### config.mk
export PLATFORM = sky130hd
export DESIGN_NAME = bounded_cursor_list
export DESIGN_NICKNAME = d
export VERILOG_FILES = /design/src/blc_pkg.sv /design/src/bounded_cursor_list.sv /design/src/blc_ctrl.sv /design/src/blc_cell.sv
export SDC_FILE = /design/constraint.sdc
export NUM_CORES = 2
export LEC_CHECK = 0
export BUFFER_PORTS_ARGS = -buffer_cell sky130_fd_sc_hd__buf_2
export CORE_UTILIZATION = 30
export DETAILED_ROUTE_END_ITERATION = 8
export PLACE_DENSITY = 0.55
export SLEW_MARGIN = 20
export SYNTH_ARGS = -nofsm -noshare
export SYNTH_HDL_FRONTEND = slang
export SYNTH_SLANG_ARGS = --single-unit
export TNS_END_PERCENT = 50
### constraint.sdc
create_clock -name clk -period 11.16 [get_ports clk]
set_clock_uncertainty 0.15 [all_clocks]
set_input_delay 1.116 -clock clk [delete_from_list [all_inputs] [get_ports clk]]
set_output_delay 1.116 -clock clk [all_outputs]
set_load 0.05 [all_outputs]
### src/blc_pkg.sv
// blc_pkg: types, constants and operation codes for the bounded cursor list.
// No dependencies; used by blc_ctrl, blc_cell and bounded_cursor_list.
package blc_pkg;

  localparam int CAPACITY_DEF = 32;
  localparam int VAL_W        = 32;
  localparam int POS_W        = 8;
  localparam int FUNC_W       = 4;
  localparam int OUT_POS_W    = 6;

  typedef enum logic [FUNC_W-1:0] {
    FN_FIRST      = 4'd0,
    FN_LAST       = 4'd1,
    FN_GOTO       = 4'd2,
    FN_PREV       = 4'd3,
    FN_NEXT       = 4'd4,
    FN_INS_BEFORE = 4'd5,
    FN_INS_AFTER  = 4'd6,
    FN_REMOVE     = 4'd7,
    FN_REPLACE    = 4'd8
  } func_t;

  typedef enum logic [1:0] {
    CELL_HOLD,
    CELL_INSERT,
    CELL_REMOVE,
    CELL_WRITE
  } cell_op_t;

  typedef struct packed {
    cell_op_t         op;
    logic [POS_W-1:0] pos;
  } cell_cmd_t;

endpackage

### src/bounded_cursor_list.sv
// bounded_cursor_list: fixed-capacity list of signed words with a cursor.
// Instantiates blc_ctrl and a row of blc_cell; depends on blc_pkg.
//
// Usage:
//   Input channel in_*: one request per item (func, item_value, target_pos).
//   Accepted when in_valid is high and in_stall is low.
//   Output channel out_*: one result per request (cursor value and position,
//   count, empty/full flags, ignored flag). Taken when out_valid is high and
//   out_stall is low.
// Timing:
//   The cell row updates at the accepting edge; the cursor word is selected
//   from the row in the next cycle and registered, so a result is valid once
//   that register is loaded. The row update and the cursor read share the
//   cell row, so no new request is accepted while the cursor read is pending.
//   The next request may be accepted while a result is still waiting as long
//   as it is taken in the same cycle.
// Reset (rst_n low, synchronous): list empty, cursor zero, no result pending.
// Stall: while out_stall holds a result, out_* stays steady and in_stall is
//   raised; no request is lost.
module bounded_cursor_list import blc_pkg::*; #(
  parameter int CAPACITY = CAPACITY_DEF
) (
  input  logic                        clk,
  input  logic                        rst_n,
  input  logic                        in_valid,
  output logic                        in_stall,
  input  logic [FUNC_W-1:0]           in_func,
  input  logic signed [VAL_W-1:0]     in_item_value,
  input  logic [POS_W-1:0]            in_target_pos,
  output logic                        out_valid,
  input  logic                        out_stall,
  output logic signed [VAL_W-1:0]     out_cursor_value,
  output logic signed [OUT_POS_W-1:0] out_cursor_pos,
  output logic [OUT_POS_W-1:0]        out_item_count,
  output logic                        out_is_empty,
  output logic                        out_is_full,
  output logic                        out_op_ignored
);

  localparam int CW = $clog2(CAPACITY + 1);
  localparam int IW = $clog2(CAPACITY);

  logic                    accept;
  logic                    pend_r;
  logic                    out_valid_r;
  logic [CW-1:0]           count_r;
  logic [CW-1:0]           count_nxt;
  logic [IW-1:0]           cursor_r;
  logic [IW-1:0]           cursor_nxt;
  logic                    ign_r;
  logic                    ign_nxt;
  cell_cmd_t               cmd;
  logic signed [VAL_W-1:0] cell_q [CAPACITY];

  logic signed [VAL_W-1:0]     value_r;
  logic signed [OUT_POS_W-1:0] pos_r;
  logic [OUT_POS_W-1:0]        cnt_out_r;
  logic                        empty_r;
  logic                        full_r;
  logic                        ign_out_r;

  assign in_stall = pend_r | (out_valid_r & out_stall);
  assign accept   = in_valid & ~in_stall;

  blc_ctrl #(
    .CAPACITY (CAPACITY),
    .CW       (CW),
    .IW       (IW)
  ) u_ctrl (
    .func       (in_func),
    .target_pos (in_target_pos),
    .count      (count_r),
    .cursor     (cursor_r),
    .cmd        (cmd),
    .count_nxt  (count_nxt),
    .cursor_nxt (cursor_nxt),
    .ignored    (ign_nxt)
  );

  for (genvar i = 0; i < CAPACITY; i++) begin : g_cell
    logic signed [VAL_W-1:0] left_val;
    logic signed [VAL_W-1:0] right_val;
    if (i == 0) begin : g_first
      assign left_val = '0;
    end else begin : g_mid_l
      assign left_val = cell_q[i-1];
    end
    if (i == CAPACITY - 1) begin : g_last
      assign right_val = '0;
    end else begin : g_mid_r
      assign right_val = cell_q[i+1];
    end
    blc_cell #(
      .IDX (i)
    ) u_cell (
      .clk       (clk),
      .en        (accept),
      .cmd       (cmd),
      .new_val   (in_item_value),
      .left_val  (left_val),
      .right_val (right_val),
      .val_r     (cell_q[i])
    );
  end

  always_ff @(posedge clk) begin
    if (!rst_n) begin
      pend_r      <= 1'b0;
      out_valid_r <= 1'b0;
      count_r     <= '0;
      cursor_r    <= '0;
    end else begin
      pend_r <= accept;
      if (accept) begin
        count_r  <= count_nxt;
        cursor_r <= cursor_nxt;
      end
      if (pend_r) out_valid_r <= 1'b1;
      else if (!out_stall) out_valid_r <= 1'b0;
    end
  end

  always_ff @(posedge clk) begin
    if (accept) ign_r <= ign_nxt;
    if (pend_r) begin
      empty_r   <= (count_r == '0);
      full_r    <= (count_r == CW'(CAPACITY));
      cnt_out_r <= OUT_POS_W'(count_r);
      ign_out_r <= ign_r;
      if (count_r == '0) begin
        value_r <= '1;
        pos_r   <= '1;
      end else begin
        value_r <= cell_q[cursor_r];
        pos_r   <= OUT_POS_W'(cursor_r);
      end
    end
  end

  assign out_valid        = out_valid_r;
  assign out_cursor_value = value_r;
  assign out_cursor_pos   = pos_r;
  assign out_item_count   = cnt_out_r;
  assign out_is_empty     = empty_r;
  assign out_is_full      = full_r;
  assign out_op_ignored   = ign_out_r;

endmodule

### src/blc_ctrl.sv
// blc_ctrl: decodes one request against the current count and cursor.
// Produces the command broadcast to the cell row and the next count/cursor.
// Depends on blc_pkg.
module blc_ctrl import blc_pkg::*; #(
  parameter int CAPACITY = CAPACITY_DEF,
  parameter int CW       = $clog2(CAPACITY + 1),
  parameter int IW       = $clog2(CAPACITY)
) (
  input  logic [FUNC_W-1:0] func,
  input  logic [POS_W-1:0]  target_pos,
  input  logic [CW-1:0]     count,
  input  logic [IW-1:0]     cursor,
  output cell_cmd_t         cmd,
  output logic [CW-1:0]     count_nxt,
  output logic [IW-1:0]     cursor_nxt,
  output logic              ignored
);

  localparam int PW = (CW > POS_W) ? CW : POS_W;

  logic          empty;
  logic          full;
  logic [CW-1:0] cur_ext;
  logic [CW-1:0] cnt_dec;
  logic [IW-1:0] at;

  assign empty   = (count == '0);
  assign full    = (count == CW'(CAPACITY));
  assign cur_ext = CW'(cursor);
  assign cnt_dec = count - CW'(1);

  always_comb begin
    cmd.op     = CELL_HOLD;
    cmd.pos    = POS_W'(cursor);
    count_nxt  = count;
    cursor_nxt = cursor;
    ignored    = 1'b0;
    at         = cursor;
    unique case (func)
      FN_FIRST: begin
        if (empty) ignored = 1'b1;
        else cursor_nxt = '0;
      end
      FN_LAST: begin
        if (empty) ignored = 1'b1;
        else cursor_nxt = IW'(cnt_dec);
      end
      FN_GOTO: begin
        if (PW'(target_pos) >= PW'(count)) ignored = 1'b1;
        else cursor_nxt = IW'(target_pos);
      end
      FN_PREV: begin
        if (empty || cursor == '0) ignored = 1'b1;
        else cursor_nxt = cursor - IW'(1);
      end
      FN_NEXT: begin
        if (empty || (cur_ext + CW'(1)) >= count) ignored = 1'b1;
        else cursor_nxt = cursor + IW'(1);
      end
      FN_INS_BEFORE, FN_INS_AFTER: begin
        if (full) begin
          ignored = 1'b1;
        end else begin
          if (empty) at = '0;
          else if (func == FN_INS_AFTER) at = cursor + IW'(1);
          else at = cursor;
          cmd.op     = CELL_INSERT;
          cmd.pos    = POS_W'(at);
          count_nxt  = count + CW'(1);
          cursor_nxt = at;
        end
      end
      FN_REMOVE: begin
        if (empty) begin
          ignored = 1'b1;
        end else begin
          cmd.op    = CELL_REMOVE;
          count_nxt = cnt_dec;
          if (cnt_dec == '0) cursor_nxt = '0;
          else if (cur_ext >= cnt_dec) cursor_nxt = IW'(cnt_dec - CW'(1));
        end
      end
      FN_REPLACE: begin
        if (empty) ignored = 1'b1;
        else cmd.op = CELL_WRITE;
      end
      default: ignored = 1'b1;
    endcase
  end

endmodule

### src/blc_cell.sv
// blc_cell: one storage slot of the list row; shifts from a neighbor,
// loads the request value or holds. Depends on blc_pkg.
module blc_cell import blc_pkg::*; #(
  parameter int IDX = 0
) (
  input  logic                    clk,
  input  logic                    en,
  input  cell_cmd_t               cmd,
  input  logic signed [VAL_W-1:0] new_val,
  input  logic signed [VAL_W-1:0] left_val,
  input  logic signed [VAL_W-1:0] right_val,
  output logic signed [VAL_W-1:0] val_r
);

  localparam logic [POS_W-1:0] MY_POS = POS_W'(IDX);

  logic signed [VAL_W-1:0] val_nxt;

  always_comb begin
    val_nxt = val_r;
    unique case (cmd.op)
      CELL_INSERT: begin
        if (MY_POS == cmd.pos) val_nxt = new_val;
        else if (MY_POS > cmd.pos) val_nxt = left_val;
      end
      CELL_REMOVE: begin
        if (MY_POS >= cmd.pos) val_nxt = right_val;
      end
      CELL_WRITE: begin
        if (MY_POS == cmd.pos) val_nxt = new_val;
      end
      default: val_nxt = val_r;
    endcase
  end

  always_ff @(posedge clk) begin
    if (en) val_r <= val_nxt;
  end

endmodule
# After elaboration in Yosys (flattened, before gate mapping)
# Cells that the tools add are included.
[word_totals]
register_bits = 1085
in_bits = 48
output_inout_bits = 49
elab_cells = 509
[classes]
add_sub_neg = 6
order_cmp = 68
n_eq_ne = 148
n_mux = 192
bitwise = 5
n_reduce_logical = 46
[ops]
columns = ["op", "count"]
rows = [
  ["$mux W32", 130],
  ["$pmux W32 S3", 32],
  ["$bmux W32 S5", 1],
  ["$reduce_and A5 Y1", 32],
  ["$ne A2 B1 Y1 const B", 65],
  ["$eq A5 B8 Y1 const A", 16],
  ["$ge A5 B8 Y1 const A", 16],
  ["$gt A5 B8 Y1 const A", 16],
  ["$ne A3 B1 Y1 const B", 33],
  ["$eq A4 B8 Y1 const A", 8],
  ["$ge A4 B8 Y1 const A", 8],
  ["$gt A4 B8 Y1 const A", 8],
  ["$mux W5", 11],
  ["$pmux W5 S7", 1],
  ["$eq A3 B8 Y1 const A", 4],
  ["$ge A3 B8 Y1 const A", 4],
  ["$gt A3 B8 Y1 const A", 4],
  ["$mux W6", 3],
  ["$eq A2 B8 Y1 const A", 2],
  ["$eq A4 B3 Y1 const B", 4],
  ["$ge A1 B8 Y1 const A", 2],
  ["$ge A2 B8 Y1 const A", 2],
  ["$gt A1 B8 Y1 const A", 2],
  ["$gt A2 B8 Y1 const A", 2],
  ["other kinds (40)", 59],
]

# Logic depth before layout (Yosys ltp)
[depth]
ltp_word = 9
ltp_mapped = 15
depth_no_buf = 10

# Modules after synthesis
# Synthesis repeated with hierarchy kept, for this count alone.
[hier_totals]
hier_cells = 8468
area_unflattened_um2 = 85789.8
[by_module_without_submodules]
columns = ["mod", "n_inst", "cells_each", "area_per_inst_um2", "seq_area_each_um2"]
rows = [
  ["bounded_cursor_list", 1, 971, 10527.6, 1671.6],
  ["blc_cell (g_cell[29].u_cell ...)", 2, 227, 2249.7, 960.9],
  ["blc_cell (g_cell[17].u_cell)", 1, 237, 2441.1, 960.9],
  ["blc_cell (g_cell[5].u_cell)", 1, 232, 2439.8, 960.9],
  ["blc_cell (g_cell[19].u_cell)", 1, 231, 2392.3, 960.9],
  ["blc_cell (g_cell[21].u_cell)", 1, 232, 2392.3, 960.9],
  ["blc_cell (g_cell[12].u_cell)", 1, 227, 2357.3, 960.9],
  ["blc_cell (g_cell[27].u_cell)", 1, 231, 2357.3, 960.9],
  ["blc_cell (g_cell[26].u_cell)", 1, 233, 2354.8, 960.9],
  ["blc_cell (g_cell[31].u_cell)", 1, 230, 2353.5, 960.9],
  ["blc_cell (g_cell[23].u_cell)", 1, 231, 2348.5, 960.9],
  ["blc_cell (g_cell[3].u_cell)", 1, 228, 2342.2, 960.9],
  ["blc_cell (g_cell[4].u_cell)", 1, 227, 2341.0, 960.9],
  ["blc_cell (g_cell[10].u_cell)", 1, 227, 2339.7, 960.9],
  ["+19 rows", "n/a", "n/a", "n/a", "n/a"],
]

# Worst setup path after synthesis
# OpenSTA, ideal clock, no wires.
[synth_timing]
path_type = "register -> register"
startpoint = "reg cursor_r[1]"
endpoint = "reg g_cell[21].u_cell.val_r[0] (enable)"
setup_ns = 0.595
t_arrival_ns = 8.783
t_required_ns = 10.415
setup_slack_ns = 1.632
stages_incl_launch_ff = 15
path_buffers = 8
synth_period_minus_slack_ns = 9.528
path_cell_list = "dfxtp_1 > clkbuf_1 > clkbuf_1 > buf_1 > clkbuf_1 > clkinv_1 > clkbuf_1 > ha_1 > mux2i_1 > a2bb2oi_1 > buf_2 > buf_2 > clkbuf_1 > nor2_1 > a2111oi_0"
[synth_via]
elab_chain_len = 8
word_cells_on_any_way = 12
cone_classes = "add/sub: 1; order compare: 2; eq/ne: 4; mux: 4; reduce/logical: 1"
[synth_lines]
columns = ["element", "line_no", "text"]
rows = [
  ["start, declared", "bounded_cursor_list.sv:48", "logic [IW-1:0] cursor_r;"],
  ["start signal, assigned", "bounded_cursor_list.sv:116", "cursor_r <= cursor_nxt;"],
  ["$add A5 B1 Y5", "blc_ctrl.sv:65", "else if (func == FN_INS_AFTER) at = cursor + IW'(1);"],
  ["$mux W5", "blc_ctrl.sv:65", ""],
  ["$mux W5", "blc_ctrl.sv:64", "if (empty) at = '0;"],
  ["$mux W9", "blc_ctrl.sv:61", "if (full) begin"],
  ["$mux W8 (*)", "blc_ctrl.sv:39", "unique case (func)"],
  ["$gt A5 B8 Y1 (tied with other cells)", "blc_cell.sv:24", "else if (MY_POS > cmd.pos) val_nxt = left_val;"],
  ["$ne A3 B1 Y1 (no source line) / $ne A2 B1 Y1 (equally long branches)", "n/a", ""],
  ["$reduce_and A5 Y1 (no source line) (*)", "n/a", ""],
  ["end signal, assigned", "blc_cell.sv:37", "if (en) val_r <= val_nxt;"],
  ["end, declared", "blc_cell.sv:12", "output logic signed [VAL_W-1:0] val_r"],
]
# Every way passes the cells marked *; elsewhere a longest branch is shown, timed or not.
# A chain may end at the register's enable or synchronous reset.

# Worst setup path in the final report
[layout_timing]
startpoint = "reg count_r[0]"
endpoint = "reg g_cell[28].u_cell.val_r[9] (enable)"
[layout_via]
elab_chain_len = 7
word_cells_on_any_way = 19
cone_classes = "order compare: 2; eq/ne: 8; mux: 6; reduce/logical: 3"
[layout_lines]
columns = ["element", "line_no", "text"]
rows = [
  ["start, declared", "bounded_cursor_list.sv:46", "logic [CW-1:0] count_r;"],
  ["start signal, assigned", "bounded_cursor_list.sv:115", "count_r <= count_nxt;"],
  ["$logic_not A6 Y1 (*)", "blc_ctrl.sv:27", "assign empty = (count == '0);"],
  ["net u_ctrl.empty", "blc_ctrl.sv:21", "logic empty;"],
  ["$mux W5", "blc_ctrl.sv:64", ""],
  ["$mux W9", "blc_ctrl.sv:61", ""],
  ["$mux W8", "blc_ctrl.sv:39", ""],
  ["$gt A5 B8 Y1 (tied with other cells)", "blc_cell.sv:24", ""],
  ["$ne A3 B1 Y1 (no source line) / $ne A2 B1 Y1 (equally long branches)", "n/a", ""],
  ["$reduce_and A5 Y1 (no source line) (*)", "n/a", ""],
  ["end signal, assigned", "blc_cell.sv:37", ""],
  ["end, declared", "blc_cell.sv:12", ""],
]
# Mark *: on every way through the listed nets, which the timed path passes. The rest lies on a longest branch.

==> flow_summary.ini <==
[pwr]
total_power_w = 0.009539
p_leak_nw = 30.69
power.share.clock = 0.435
vdd_drop_max_mv = 0.1214
netSwitchingFraction = 0.2589
p_seq_frac = 0.476
power_switching_w = 0.002470
powerDensity_nw_per_um2 = 132.8
internal_power_w = 0.007069
comb_power_share = 0.089

[sta]
fin_tns_setup_ns = 0
setup-violations-final = 0
rsz0062_at_grt = false
tightest_slew_ns = 1.156
max_freq_mhz = 159.1
relSlewSlack = 0.2267
slew_violations = 0
final_hold_viol_count = 0
finalCriticalPeriod_ns = 6.285
fin_crit_sh = 0.5632

[synth]
ys_seq_area_frac = 0.5056
yosys.area.top_type = edfxtp_1
synth_cell_types = 81
synth_async_sr_flop_share = 0
synthTopCellsByArea = edfxtp_1, a221o_1, mux4_2
yosysMostFrequentCell = edfxtp_1
yosys-top-cells-count = edfxtp_1, a221o_1, a21o_1
synth_area_per_cell_um2 = 13.13
yosysWarnings = 0
synth_area_um2 = 64130
synth_fp_nets = 4954
synth-main-ff-cell = edfxtp_1
synth_top_area_share = 0.5015
synth_edf_count = 1071
syn_inst = 4883
ys_ff_latch = 1084

[setup_path]
ff2ff_setup_slack_ns = 4.88
required_ns = 11.44
crit_path_end_kind = flip-flop
setup.worst_path.end = g_cell[28].u_cell.val_r[9]$_DFFE_PP_
arrival_ns = 6.57
reg2reg_from = count_r[0]$_SDFFE_PN0P_
crit_path_start = count_r[0]$_SDFFE_PN0P_
startpoint_type = flip-flop
cp_max_fo = 81
reg2reg_to = g_cell[28].u_cell.val_r[9]$_DFFE_PP_
critPathKind = flip-flop to flip-flop
ff2ff_path_depth = 11

[clock_tree]
post_cts.repair.setup_buffers = 0
h-tree-depth = 4
clk_latency_ns = 0.82
numCtsBuffers = 130
numClockSinks = 1084
cts_hold_buffers = 0
cts_root_buffer = clkbuf_16
cts_resized = 0
cts_tree = built
clk_pin_slew_ns = 0.06
clk_path_buf_depth = 3

[cells_and_area]
syn_to_final_growth_pct = 12.05
layout.cells.non_filler = 7552
final_layout_size_suffix_gt1_frac = 0.1716
nNetsFinal = 4701

[global_routing]
grt_max_degree = 175
first_global_vias = 50220
antenna_found_initial = 22
grt_pass1_wl_um = 386900
groute.usage.overall = 0.2460
overflow = 0

[floorplanning]
dieArea_um2 = 215600
io_pins = 97
fp.dieH_um = 464.3
coreArea_um2 = 212300
num_rows = 169
die_w_um = 464.3
initial_core_util = 0.3021

[detailed_routing]
wirelength_um = 274900
wire_per_inst_um = 36.41
dr_wl_met2_um = 118400
drt-met1-wl_um = 106200
dr.pass1.iters = 9
wl_met3_um = 35580
ant_nets = 0
drt_iter0_markers = 8498
drc = 30
routed_via_density = 6.952
vias = 52500
top_layer_used = met5

[placed_design]
dp_hpwl_um = 156200
place_inst = 7317
port_buffers = 96
gp_congestion = 0.9012

[status]
violations = DRC
status = complete, but fails checks

[worst_hold_path]
hold_path_class = flip-flop to flip-flop

[flow_run]
drv_cap = 0
-- power groups by stage --
stage | Clock (W) | Sequential (W) | Combinational [W]
floorplan | 0 | 0.00461 | 0.000484
global placement | 0 | 0.00462 | 0.000823
detailed placement | 0 | 0.00462 | 0.000826
CTS | 0.00420 | 0.00454 | 0.000829
global route | 0.00433 | 0.00454 | 0.000872
finish | 0.00415 | 0.00454 | 0.000853
-- state kept, by name (all words and copies together) (netlist names), 5 cells and up --
register	count
cursor_r	5
out_item_count	6
g_cell.u_cell.val_r	1024
count_r	6
out_cursor_pos	6
out_cursor_value	32
-- worst max-delay path, stage by stage, from the launching register on --
cell and delay (ns):
dfxtp_1 0.72, inv_1 0.21, ha_1 0.33, nor4b_4 0.15, buf_4 0.24, nand2_4 0.75
clkinv_1 0.57, a21oi_4 0.27, buf_4 0.77, a41oi_1 0.33, a21oi_4 0.62, buf_4 0.72
-- worst min path at each step --
stage / from / to / slack [ns] / depth (start not counted)
floorplan: ign_r$_DFFE_PP_ / out_op_ignored$_DFFE_PP_ / 0.25 / 0
global placement: ign_r$_DFFE_PP_ / out_op_ignored$_DFFE_PP_ / 0.27 / 0
detailed placement: ign_r$_DFFE_PP_ / out_op_ignored$_DFFE_PP_ / 0.30 / 0
CTS: ign_r$_DFFE_PP_ / out_op_ignored$_DFFE_PP_ / 0.32 / 0
global route: ign_r$_DFFE_PP_ / out_op_ignored$_DFFE_PP_ / 0.32 / 0
finish: ign_r$_DFFE_PP_ / out_op_ignored$_DFFE_PP_ / 0.31 / 0
-- metrics by stage --
step	worst slack [ns]	instance area, um2	hold slack, ns	util
finish	4.875	71850	0.3142	0.3385
detailed placement	4.954	67840	0.2978	0.3195
CTS	4.988	71780	0.3169	0.3381
floorplan	1.632	64130	0.2503	-
global route	4.761	71850	0.3204	0.3384
global placement	4.911	67800	0.2719	0.3194
-- layout make-up --
type,instances,area [um2]
timing repair buffer,252,1782
inverter,22,82.58
clock inverter,60,481.7
multi-input combinational,3140,30060
antenna,4,10.01
clock buffer,169,3463
fill,20720,140400
tap,2821,3530
sequential,1084,32440
-- per-layer routing --
| metal | global-route usage | vias up |
|---|---|---|
| li1 | - | 20420 |
| met4 | 0.1190 | 16 |
| met1 | 0.3280 | 27140 |
| met3 | 0.07556 | 805 |
| met5 | 0 | - |
| met2 | 0.3609 | 4123 |
-- layout by cell type, fill, tap and decap left out, drive strengths merged, types with 5 or more instances in the layout --
cell,netlist,routed
ha,23,23
a211oi,49,49
nor4,8,8
clkbuf,485,169
or4,5,5
a311oi,19,19
nand2b,9,9
and3,384,384
clkinvlp,0,5
nor3,30,30
a2111oi,7,7
o31ai,9,9
buf,152,252
mux2i,18,18
a22o,64,64
dfxtp,13,13
nand3,11,11
or3,5,5
nand2,136,136
nor2b,36,36
a211o,68,68
clkinv,2,45
inv,20,27
o21ai,24,24
xnor2,14,14
bufinv,0,5
a221o,897,897
a21o,802,802
mux4,288,288
a31oi,40,40
a21oi,77,77
edfxtp,1071,1071
nor2,49,49
-- cells by family after synthesis --
kind of cell             Yosys count  share of synthesized area
AO/OA/AOI/OAI                   2100                     0.2808
XOR/XNOR                          18                   0.002458
adder cells (fa/ha/maj)           24                   0.004644
buffers and inverters            659                    0.04082
flip-flops                      1084                     0.5056
multiplexers                     306                     0.1040
AND/OR/NAND/NOR                  692                    0.06175
No activity file was read; power rests on OpenSTA's default activity.
